[src/hw/rtl/day_color_gradient_lookup_unit_assert.svh]
// Assertion macros used by the top level of the day color gradient lookup RTL
`ifndef DAY_COLOR_GRADIENT_LOOKUP_UNIT_ASSERT_SVH
`define DAY_COLOR_GRADIENT_LOOKUP_UNIT_ASSERT_SVH

// same-cycle implication, disabled while in reset
`define DCGL_ASSERT_NOW(label, clk, rstn, ante, cons) \
    label: assert property (@(posedge clk) disable iff (!(rstn)) (ante) |-> (cons)) \
        else $error("dcgl assertion failed");

// next-cycle implication, disabled while in reset
`define DCGL_ASSERT_NEXT(label, clk, rstn, ante, cons) \
    label: assert property (@(posedge clk) disable iff (!(rstn)) (ante) |=> (cons)) \
        else $error("dcgl assertion failed");

`endif

[src/hw/rtl/dcgl_pkg.sv]
// Package with types, constants and helper functions of the day color gradient lookup
`timescale 1ns / 1ps

package dcgl_pkg;

    localparam int DAY_W         = 9;
    localparam int COLOR_BITS    = 8;
    localparam int CHANNELS      = 3;
    localparam int COLOR_W       = CHANNELS * COLOR_BITS;
    localparam int DAYS_PER_YEAR = 365;
    localparam int KEY_POINTS    = 4;
    localparam int NUM_KEY_REGS  = 4;
    localparam int MONTHS        = 12;
    localparam int DIV_STEPS     = COLOR_BITS;
    localparam int NUM_W         = DAY_W + COLOR_BITS;
    localparam int DVS_W         = DAY_W + COLOR_BITS - 1;
    localparam int ADDR_W        = 5;
    localparam int DATA_W        = 32;

    typedef logic [DAY_W-1:0]      day_t;
    typedef logic [COLOR_W-1:0]    color_t;
    typedef logic [COLOR_BITS-1:0] chan_t;

    typedef enum logic [1:0] {
        MARK_GRADIENT,
        MARK_MONTH,
        MARK_KEY,
        MARK_UNLIT
    } marker_t;

    typedef enum logic [2:0] {
        REG_KEY_DAY_0,
        REG_KEY_DAY_1,
        REG_KEY_DAY_2,
        REG_KEY_DAY_3,
        REG_KEY_COLOR_0,
        REG_KEY_COLOR_1,
        REG_KEY_COLOR_2,
        REG_KEY_COLOR_3
    } reg_idx_t;

    localparam logic [NUM_KEY_REGS-1:0][DAY_W-1:0] KEY_DAY_RST =
        {9'd355, 9'd266, 9'd172, 9'd80};
    localparam logic [NUM_KEY_REGS-1:0][COLOR_W-1:0] KEY_COLOR_RST =
        {24'h43545A, 24'hA52A2A, 24'h645A00, 24'h006400};

    localparam logic [4:0] MONTH_LEN [MONTHS] =
        '{5'd31, 5'd28, 5'd31, 5'd30, 5'd31, 5'd30,
          5'd31, 5'd31, 5'd30, 5'd31, 5'd30, 5'd31};

    typedef struct packed {
        day_t    len;
        day_t    off;
        color_t  c0;
        color_t  c1;
        marker_t marker;
    } seg_item_t;

    typedef struct packed {
        logic [CHANNELS-1:0][NUM_W-1:0]      rem;
        logic [CHANNELS-1:0][COLOR_BITS-1:0] quo;
        logic [DVS_W-1:0]                    dvs;
        marker_t                             marker;
    } div_item_t;

    function automatic logic is_month_start(day_t d);
        logic hit;
        day_t acc;
        hit = 1'b0;
        acc = '0;
        for (int m = 0; m < MONTHS; m++) begin
            if (acc == d) begin
                hit = 1'b1;
            end
            acc = acc + day_t'(MONTH_LEN[m]);
        end
        return hit;
    endfunction

    function automatic day_t wrap_day(day_t k);
        return (k >= day_t'(DAYS_PER_YEAR)) ? k - day_t'(DAYS_PER_YEAR) : k;
    endfunction

    function automatic day_t fwd_dist(day_t from, day_t to);
        logic [DAY_W:0] t;
        if (to >= from) begin
            t = {1'b0, to} - {1'b0, from};
        end else begin
            t = {1'b0, to} + (DAY_W+1)'(DAYS_PER_YEAR) - {1'b0, from};
        end
        return t[DAY_W-1:0];
    endfunction

endpackage

[src/hw/rtl/dcgl_seg.sv]
// Segment select stage: finds the key segment, offset and marker of a day
`timescale 1ns / 1ps

module dcgl_seg (
    input  logic                                                  aclk,
    input  logic                                                  aresetn,
    input  logic                                                  in_valid,
    output logic                                                  in_ready,
    input  dcgl_pkg::day_t                                        in_day,
    input  logic [dcgl_pkg::NUM_KEY_REGS-1:0][dcgl_pkg::DAY_W-1:0]   key_day,
    input  logic [dcgl_pkg::NUM_KEY_REGS-1:0][dcgl_pkg::COLOR_W-1:0] key_color,
    output logic                                                  out_valid,
    input  logic                                                  out_ready,
    output dcgl_pkg::seg_item_t                                   out_item
);
    import dcgl_pkg::*;

    logic      valid_reg, valid_next;
    seg_item_t item_reg, item_next;
    seg_item_t built;
    day_t      kd [KEY_POINTS];
    day_t      seg_len, seg_off;
    day_t      len_sel, off_sel;
    color_t    c0_sel, c1_sel;
    logic      grad_hit, key_hit;

    always_comb begin
        for (int i = 0; i < KEY_POINTS; i++) begin
            kd[i] = wrap_day(key_day[i]);
        end
    end

    always_comb begin
        seg_len  = '0;
        seg_off  = '0;
        len_sel  = day_t'(1);
        off_sel  = '0;
        c0_sel   = '0;
        c1_sel   = '0;
        grad_hit = 1'b0;
        key_hit  = 1'b0;
        for (int i = 0; i < KEY_POINTS; i++) begin
            seg_len = fwd_dist(kd[i], kd[(i + 1) % KEY_POINTS]);
            seg_off = fwd_dist(kd[i], in_day);
            if (seg_len != '0 && seg_off < seg_len) begin
                grad_hit = 1'b1;
                len_sel  = seg_len;
                off_sel  = seg_off;
                c0_sel   = key_color[i];
                c1_sel   = key_color[(i + 1) % KEY_POINTS];
            end
            if (kd[i] == in_day) begin
                key_hit = 1'b1;
            end
        end
    end

    always_comb begin
        built.len    = len_sel;
        built.off    = off_sel;
        built.c0     = c0_sel;
        built.c1     = c1_sel;
        built.marker = MARK_GRADIENT;
        if (in_day >= day_t'(DAYS_PER_YEAR)) begin
            built.marker = MARK_UNLIT;
        end else if (key_hit) begin
            built.marker = MARK_KEY;
        end else if (is_month_start(in_day)) begin
            built.marker = MARK_MONTH;
        end else if (!grad_hit) begin
            built.marker = MARK_UNLIT;
        end
        if (built.marker != MARK_GRADIENT) begin
            built.len = day_t'(1);
            built.off = '0;
            built.c0  = '0;
            built.c1  = '0;
        end
    end

    assign in_ready = !valid_reg || out_ready;

    always_comb begin
        valid_next = valid_reg;
        item_next  = item_reg;
        if (in_ready) begin
            valid_next = in_valid;
        end
        if (in_valid && in_ready) begin
            item_next = built;
        end
    end

    always_ff @(posedge aclk) begin
        if (!aresetn) begin
            valid_reg <= 1'b0;
        end else begin
            valid_reg <= valid_next;
        end
        item_reg <= item_next;
    end

    assign out_valid = valid_reg;
    assign out_item  = item_reg;

endmodule

[src/hw/rtl/dcgl_num.sv]
// Numerator stage: weights the two key colors of each channel by segment position
`timescale 1ns / 1ps

module dcgl_num (
    input  logic                 aclk,
    input  logic                 aresetn,
    input  logic                 in_valid,
    output logic                 in_ready,
    input  dcgl_pkg::seg_item_t  in_item,
    output logic                 out_valid,
    input  logic                 out_ready,
    output dcgl_pkg::div_item_t  out_item
);
    import dcgl_pkg::*;

    logic      valid_reg, valid_next;
    div_item_t item_reg, item_next;
    div_item_t built;
    day_t      w0;
    chan_t     a0, a1;

    always_comb begin
        w0 = in_item.len - in_item.off;
        a0 = '0;
        a1 = '0;
        for (int ch = 0; ch < CHANNELS; ch++) begin
            a0 = in_item.c0[ch*COLOR_BITS +: COLOR_BITS];
            a1 = in_item.c1[ch*COLOR_BITS +: COLOR_BITS];
            built.rem[ch] = {{DAY_W{1'b0}}, a0} * {{COLOR_BITS{1'b0}}, w0}
                          + {{DAY_W{1'b0}}, a1} * {{COLOR_BITS{1'b0}}, in_item.off};
            built.quo[ch] = '0;
        end
        built.dvs    = {in_item.len, {(COLOR_BITS-1){1'b0}}};
        built.marker = in_item.marker;
    end

    assign in_ready = !valid_reg || out_ready;

    always_comb begin
        valid_next = valid_reg;
        item_next  = item_reg;
        if (in_ready) begin
            valid_next = in_valid;
        end
        if (in_valid && in_ready) begin
            item_next = built;
        end
    end

    always_ff @(posedge aclk) begin
        if (!aresetn) begin
            valid_reg <= 1'b0;
        end else begin
            valid_reg <= valid_next;
        end
        item_reg <= item_next;
    end

    assign out_valid = valid_reg;
    assign out_item  = item_reg;

endmodule

[src/hw/rtl/dcgl_div_cell.sv]
// Divider cell: one restoring division step on all three channels
`timescale 1ns / 1ps

module dcgl_div_cell (
    input  logic                 aclk,
    input  logic                 aresetn,
    input  logic                 in_valid,
    output logic                 in_ready,
    input  dcgl_pkg::div_item_t  in_item,
    output logic                 out_valid,
    input  logic                 out_ready,
    output dcgl_pkg::div_item_t  out_item
);
    import dcgl_pkg::*;

    logic      valid_reg, valid_next;
    div_item_t item_reg, item_next;
    div_item_t built;
    logic      ge;

    always_comb begin
        ge = 1'b0;
        for (int ch = 0; ch < CHANNELS; ch++) begin
            ge = in_item.rem[ch] >= {1'b0, in_item.dvs};
            built.rem[ch] = ge ? in_item.rem[ch] - {1'b0, in_item.dvs} : in_item.rem[ch];
            built.quo[ch] = {in_item.quo[ch][COLOR_BITS-2:0], ge};
        end
        built.dvs    = in_item.dvs >> 1;
        built.marker = in_item.marker;
    end

    assign in_ready = !valid_reg || out_ready;

    always_comb begin
        valid_next = valid_reg;
        item_next  = item_reg;
        if (in_ready) begin
            valid_next = in_valid;
        end
        if (in_valid && in_ready) begin
            item_next = built;
        end
    end

    always_ff @(posedge aclk) begin
        if (!aresetn) begin
            valid_reg <= 1'b0;
        end else begin
            valid_reg <= valid_next;
        end
        item_reg <= item_next;
    end

    assign out_valid = valid_reg;
    assign out_item  = item_reg;

endmodule

[src/hw/rtl/day_color_gradient_lookup_unit.sv]
// Top level of the day color gradient lookup: register port, stage chain, result channel
//
// Send a day of the year on s_day with s_valid; the shown LED color comes back on
// m_red, m_green, m_blue with m_marker (gradient, month start, key day or unlit).
// Four key days and four key colors sit in APB registers at byte addresses 0..28;
// write them only while no day is in flight. pready is always high.
// The path from an input transfer to m_valid runs through one segment select
// stage, one numerator stage and a row of 8 divider cells, one quotient bit each.
// Throughput: one day per cycle; every stage is a register with its own valid, so
// a new day is taken in every cycle while results flow.
// When the receiver stalls, results pile up in the chain, one per stage; s_ready
// stays high as long as the first stage is empty or can move on, and falls once
// the chain is full. Nothing is dropped.
// Reset (aresetn low at a clock edge) empties the chain and loads the default
// key days 80, 172, 266, 355 and their default colors.
`timescale 1ns / 1ps

module day_color_gradient_lookup_unit (
    input  logic                          aclk,
    input  logic                          aresetn,
    input  logic                          psel,
    input  logic                          penable,
    input  logic                          pwrite,
    input  logic [dcgl_pkg::ADDR_W-1:0]   paddr,
    input  logic [dcgl_pkg::DATA_W-1:0]   pwdata,
    output logic [dcgl_pkg::DATA_W-1:0]   prdata,
    output logic                          pready,
    input  logic                          s_valid,
    output logic                          s_ready,
    input  dcgl_pkg::day_t                s_day,
    output logic                          m_valid,
    input  logic                          m_ready,
    output dcgl_pkg::chan_t               m_red,
    output dcgl_pkg::chan_t               m_green,
    output dcgl_pkg::chan_t               m_blue,
    output logic [1:0]                    m_marker
);
    import dcgl_pkg::*;

    `include "day_color_gradient_lookup_unit_assert.svh"

    logic [NUM_KEY_REGS-1:0][DAY_W-1:0]   key_day_reg, key_day_next;
    logic [NUM_KEY_REGS-1:0][COLOR_W-1:0] key_color_reg, key_color_next;
    logic      cfg_wr;
    reg_idx_t  cfg_idx;

    logic      seg_valid, seg_ready;
    seg_item_t seg_item;

    logic      chain_valid [DIV_STEPS+1];
    logic      chain_ready [DIV_STEPS+1];
    div_item_t chain_item  [DIV_STEPS+1];

    assign pready  = 1'b1;
    assign cfg_wr  = psel && penable && pwrite && pready;
    assign cfg_idx = reg_idx_t'(paddr[ADDR_W-1:2]);

    always_comb begin
        key_day_next   = key_day_reg;
        key_color_next = key_color_reg;
        if (cfg_wr) begin
            case (cfg_idx)
                REG_KEY_DAY_0:   key_day_next[0]   = pwdata[DAY_W-1:0];
                REG_KEY_DAY_1:   key_day_next[1]   = pwdata[DAY_W-1:0];
                REG_KEY_DAY_2:   key_day_next[2]   = pwdata[DAY_W-1:0];
                REG_KEY_DAY_3:   key_day_next[3]   = pwdata[DAY_W-1:0];
                REG_KEY_COLOR_0: key_color_next[0] = pwdata[COLOR_W-1:0];
                REG_KEY_COLOR_1: key_color_next[1] = pwdata[COLOR_W-1:0];
                REG_KEY_COLOR_2: key_color_next[2] = pwdata[COLOR_W-1:0];
                REG_KEY_COLOR_3: key_color_next[3] = pwdata[COLOR_W-1:0];
                default: ;
            endcase
        end
    end

    always_ff @(posedge aclk) begin
        if (!aresetn) begin
            key_day_reg   <= KEY_DAY_RST;
            key_color_reg <= KEY_COLOR_RST;
        end else begin
            key_day_reg   <= key_day_next;
            key_color_reg <= key_color_next;
        end
    end

    always_comb begin
        prdata = '0;
        case (cfg_idx)
            REG_KEY_DAY_0:   prdata = DATA_W'(key_day_reg[0]);
            REG_KEY_DAY_1:   prdata = DATA_W'(key_day_reg[1]);
            REG_KEY_DAY_2:   prdata = DATA_W'(key_day_reg[2]);
            REG_KEY_DAY_3:   prdata = DATA_W'(key_day_reg[3]);
            REG_KEY_COLOR_0: prdata = DATA_W'(key_color_reg[0]);
            REG_KEY_COLOR_1: prdata = DATA_W'(key_color_reg[1]);
            REG_KEY_COLOR_2: prdata = DATA_W'(key_color_reg[2]);
            REG_KEY_COLOR_3: prdata = DATA_W'(key_color_reg[3]);
            default:         prdata = '0;
        endcase
    end

    dcgl_seg u_seg (
        .aclk      (aclk),
        .aresetn   (aresetn),
        .in_valid  (s_valid),
        .in_ready  (s_ready),
        .in_day    (s_day),
        .key_day   (key_day_reg),
        .key_color (key_color_reg),
        .out_valid (seg_valid),
        .out_ready (seg_ready),
        .out_item  (seg_item)
    );

    dcgl_num u_num (
        .aclk      (aclk),
        .aresetn   (aresetn),
        .in_valid  (seg_valid),
        .in_ready  (seg_ready),
        .in_item   (seg_item),
        .out_valid (chain_valid[0]),
        .out_ready (chain_ready[0]),
        .out_item  (chain_item[0])
    );

    for (genvar k = 0; k < DIV_STEPS; k++) begin : g_cell
        dcgl_div_cell u_cell (
            .aclk      (aclk),
            .aresetn   (aresetn),
            .in_valid  (chain_valid[k]),
            .in_ready  (chain_ready[k]),
            .in_item   (chain_item[k]),
            .out_valid (chain_valid[k+1]),
            .out_ready (chain_ready[k+1]),
            .out_item  (chain_item[k+1])
        );
    end

    assign chain_ready[DIV_STEPS] = m_ready;
    assign m_valid  = chain_valid[DIV_STEPS];
    assign m_red    = chain_item[DIV_STEPS].quo[2];
    assign m_green  = chain_item[DIV_STEPS].quo[1];
    assign m_blue   = chain_item[DIV_STEPS].quo[0];
    assign m_marker = chain_item[DIV_STEPS].marker;

    `DCGL_ASSERT_NOW(a_black_unless_gradient, aclk, aresetn,
        m_valid && m_marker != MARK_GRADIENT,
        m_red == '0 && m_green == '0 && m_blue == '0)
    `DCGL_ASSERT_NOW(a_ready_when_front_empty, aclk, aresetn, !seg_valid, s_ready)
    `DCGL_ASSERT_NEXT(a_key_day_0_write, aclk, aresetn,
        cfg_wr && cfg_idx == REG_KEY_DAY_0,
        key_day_reg[0] == $past(pwdata[DAY_W-1:0]))

endmodule
[config.mk]
export PLATFORM = sky130hd
export DESIGN_NAME = day_color_gradient_lookup_unit
export DESIGN_NICKNAME = d
export VERILOG_FILES = /design/src/hw/rtl/dcgl_pkg.sv /design/src/hw/rtl/dcgl_seg.sv /design/src/hw/rtl/dcgl_num.sv /design/src/hw/rtl/dcgl_div_cell.sv /design/src/hw/rtl/day_color_gradient_lookup_unit.sv
export VERILOG_INCLUDE_DIRS = /design/src /design/src/hw/rtl
export SDC_FILE = /design/constraint.sdc
export NUM_CORES = 2
export LEC_CHECK = 0
export BUFFER_PORTS_ARGS = -buffer_cell sky130_fd_sc_hd__buf_2
export CAP_MARGIN = 0
export CORE_UTILIZATION = 45
export CTS_CLUSTER_SIZE = 28
export DETAILED_ROUTE_END_ITERATION = 7
export PLACE_DENSITY = 0.67
export REMOVE_ABC_BUFFERS = 1
export SETUP_SLACK_MARGIN = 0.2
export SLEW_MARGIN = 20
export SYNTH_ARGS = -nofsm -noshare
export SYNTH_HDL_FRONTEND = slang
export SYNTH_SLANG_ARGS = --single-unit
[constraint.sdc]
create_clock -name aclk -period 9 [get_ports aclk]
set_input_delay 0.9 -clock aclk [delete_from_list [all_inputs] [get_ports aclk]]
set_output_delay 0.9 -clock aclk [all_outputs]
set_load 0.02 [all_outputs]
==> summary.md <==
The fraction of the yosys area taken by sequential cells was 35.5%; the violation count after the first detailed-route iteration was 3338. Measured in cells, the most critical reg-to-reg path has a length of 29. For the final routed database, the setup TNS stands at 0 ns. After layout, the minimum clock period comes to 8.05 ns. The run finished, with violations left. The worst flop-to-flop path startpoint was u_seg.out_item[52]. During synthesis, Yosys emitted a total of 0 warnings. The clock latency reported for the late side of the worst-skew pair is 0.70 ns, and the TritonCTS buffer count is 90. In this run, synthesis inferred 674 flip-flops with an integrated enable.

The run gives 7640 as the total number of nets in the final design. The signed area change from the synthesized netlist to the final layout works out to 8.57%. The worst hold path passes through 0 cells.

TritonCTS built the clock tree. The logs give 0 for the number of buffers added for setup after CTS and 0 for the number of routed nets with antenna violations. Vias per cell: 5.54. The worst hold path begins at u_seg.out_item[0].

The cell repeated most along the worst path is sky130_fd_sc_hd__fa_1. In this run the count of I/O pins placed on the die edge is 114. The tools report the root cell of the clock tree as sky130_fd_sc_hd__clkbuf_16. Area inside the core boundary: 143000 µm². In this run the deepest clock path goes through 3 buffers.

Entering global routing, the biggest net connects 91 pins. Setup repair after global routing left no endpoint under its margin. The initial core utilization is 45.3%.

The proportion of register bits with asynchronous set or reset after synthesis is 0%, and the wire length of the first global-routing pass is 262 mm. The distinct cell type count after synthesis came out at 113. For this design, the slowest cell found on the critical path is sky130_fd_sc_hd__fa_1. The die is 382 µm tall. Synthesis inferred 816 register bits. The count of endpoints failing hold in the final timing report is 0, and the port buffer count is 94. The post-route netlist has 6.83% of its cells at a drive strength greater than 1. The synthesized instance count was 6599.

The die is 382 µm wide. The first detailed-routing pass ran for 8 iterations. By count the netlist is led by sky130_fd_sc_hd__inv_1 (783), sky130_fd_sc_hd__nand2_1 (679), sky130_fd_sc_hd__edfxtp_1 (674), sky130_fd_sc_hd__ha_1 (603), sky130_fd_sc_hd__fa_1 (368). In this run the critical register-to-register path is captured at u_num.out_item[58]. By area the synthesized netlist is led by sky130_fd_sc_hd__edfxtp_1 (31%), sky130_fd_sc_hd__ha_1 (12%), sky130_fd_sc_hd__fa_1 (11%).

In the final routed layout, each cell accounts on average for 19.4 µm. The largest stage delay on the critical path is 0.57 ns, and the worst endpoint required time is 9.53 ns. The final reports fail on DRC.

Post-CTS repair changed the size of 0 cells. The register with the most flip-flops in the layout has 544 of them. The total grt overflow was 0; the top cell type's share of synthesized area was 31.2%.

In the post-route analysis, the smallest setup slack over all paths is 0.951 ns. The run gives 47700 as the via count of the first global-routing pass. Global routing used 22.8% of the available tracks across all layers.

STA classifies the critical path endpoint as a flop. The tools report the endpoint arrival time on the critical path as 8.58 ns. In the synthesized netlist the dominant register cell turns out to be sky130_fd_sc_hd__edfxtp_1.

The final layout contains routed wiring with a total length of 166 mm. The reg-to-reg setup timing slack came out at 0.95 ns. Of all nets on the critical path, the largest fanout is 25. Buffers inserted to repair hold after CTS numbered 0. The slew at the pin with the worst max-slew slack was 1.15 ns. After legalization and detailed placement, the total HPWL measured 130 mm. Clock-pin slew was measured on the worst setup and hold paths at 0.06 ns. The initial antenna violation count was 2. The die covers 146000 µm². Timing analysis after detailed placement gives a worst setup slack of 0.961 ns. Setup violations remaining at the end of the flow were counted as 0. The logs give 13100 for the total of fill cells in the finished design and 2 for the total DRC errors in the routed layout. The count of antenna diodes in the layout came out at 0. The ratio of final minimum period to clock period is 89.4%.

The number of levels in the clock H-tree is 3. sky130_fd_sc_hd__inv_1 is the most common cell in the netlist. For the count of standard-cell rows, the log shows 139.

The cell area that synthesis handed to floorplanning was 65000 µm². The tools report the destination of the worst hold path as u_num.out_item[0]. The number of maximum-capacitance violations was 0.

The number of vias in the routed layout is 47600, and the maximum clock frequency is 124 MHz. The congestion estimate from routability-driven global placement came to 0.956. For the number of pins exceeding their max-slew limit in the final report, the log shows 0.

A synthesized cell averages 9.84 µm². The synthesized design spends more area on one cell type than any other, namely sky130_fd_sc_hd__edfxtp_1. For the final database, setup skew stands at 0.0398 ns. The total number of clock tree sinks is 816. By startpoint and endpoint, the worst setup path is classified as reg -> reg. The number of placed instances, taps included, is 8427. Measured against its own limit, the worst slew margin works out to 23.1%. Excluding fillers, the count of instances in the completed layout stands at 8592.

The startpoint type of the worst setup path was a flop. The path class of the tightest hold or removal check is reg -> reg.
[layer usage]
layer	wire, µm	vias up	global-route usage, %
li1	-	22900	-
met1	71000	22800	29.2
met2	78900	1498	38.6
met3	9000	351	2.94
met4	7350	4	9.76
met5	28	-	0
[layout make-up]
type / count / area, µm² / area share, %
Multi-Input combinational cell: 4737 / 38000 / 53.8
Clock buffer: 114 / 2410 / 3.42
Timing Repair Buffer: 180 / 1180 / 1.67
Inverter: 791 / 2970 / 4.22
Clock inverter: 51 / 522 / 0.740
Sequential cell: 816 / 23100 / 32.7
Tap cell: 1903 / 2380 / 3.38
[cell usage in the layout (no fill, tap or decap), types with 73 or more instances in the layout]
master                        n
sky130_fd_sc_hd__nand2b_1   100
sky130_fd_sc_hd__edfxtp_1   674
sky130_fd_sc_hd__xor2_1     101
sky130_fd_sc_hd__a21oi_1    329
sky130_fd_sc_hd__nand3_1    168
sky130_fd_sc_hd__nor2b_1    146
sky130_fd_sc_hd__ha_1       603
sky130_fd_sc_hd__nand2_1    677
sky130_fd_sc_hd__mux2i_1     73
sky130_fd_sc_hd__xnor2_1    242
sky130_fd_sc_hd__inv_1      783
sky130_fd_sc_hd__buf_4       82
sky130_fd_sc_hd__o21ai_0    262
sky130_fd_sc_hd__clkbuf_16   91
sky130_fd_sc_hd__buf_2       93
sky130_fd_sc_hd__a21boi_0   123
sky130_fd_sc_hd__fa_1       368
sky130_fd_sc_hd__and2_1     221
sky130_fd_sc_hd__a21o_1      90
sky130_fd_sc_hd__dfxtp_1    142
sky130_fd_sc_hd__nor3_1      89
sky130_fd_sc_hd__nor2_1     318
[how the worst max path moves through the flow]
stage	from	to	slack (ns)	cells past startpoint
finish	u_seg.out_item[52]	u_num.out_item[58]	0.95	29
global route	u_seg.out_item[52]	u_num.out_item[92]	0.47	29
CTS	u_seg.out_item[52]	u_num.out_item[58]	0.96	29
detailed placement	u_seg.out_item[52]	u_num.out_item[92]	0.96	29
global placement	u_seg.out_item[52]	u_num.out_item[92]	0.93	29
floorplan	key_day_reg[28]	u_seg.out_item[0]	0.60	26
[worst max-delay path, delay by kind of cell, from the launching register on]
kind	cells	cell delay (ns)
XOR/XNOR	1	0.40
adder cells (fa/ha/maj)	8	3.74
buffers and inverters	6	0.61
flip-flops	1	0.32
AND/OR/NAND/NOR	4	0.77
AO/OA/AOI/OAI	10	2.05
[cell families after synthesis]
logic type,share of synthesized area (%)
AO/OA/AOI/OAI,12.9
XOR/XNOR,4.82
adder cells (fa/ha/maj),23.2
buffers and inverters,6.44
flip-flops,35.5
multiplexers,1.58
other,0.0116
AND/OR/NAND/NOR,15.5
[per-stage QoR]
stage	area [µm²]	hold slack, ns	util, %
after floorplan	63800	0.400	-
after global placement	67600	0.400	47.1
after detailed placement	67600	0.405	47.1
after CTS	70500	0.395	49.1
after global routing	70500	0.407	49.2
final	70500	0.406	49.2
Power is not shown: default switching activity piles up to over one toggle a cycle in this logic, so the estimate is an artifact.
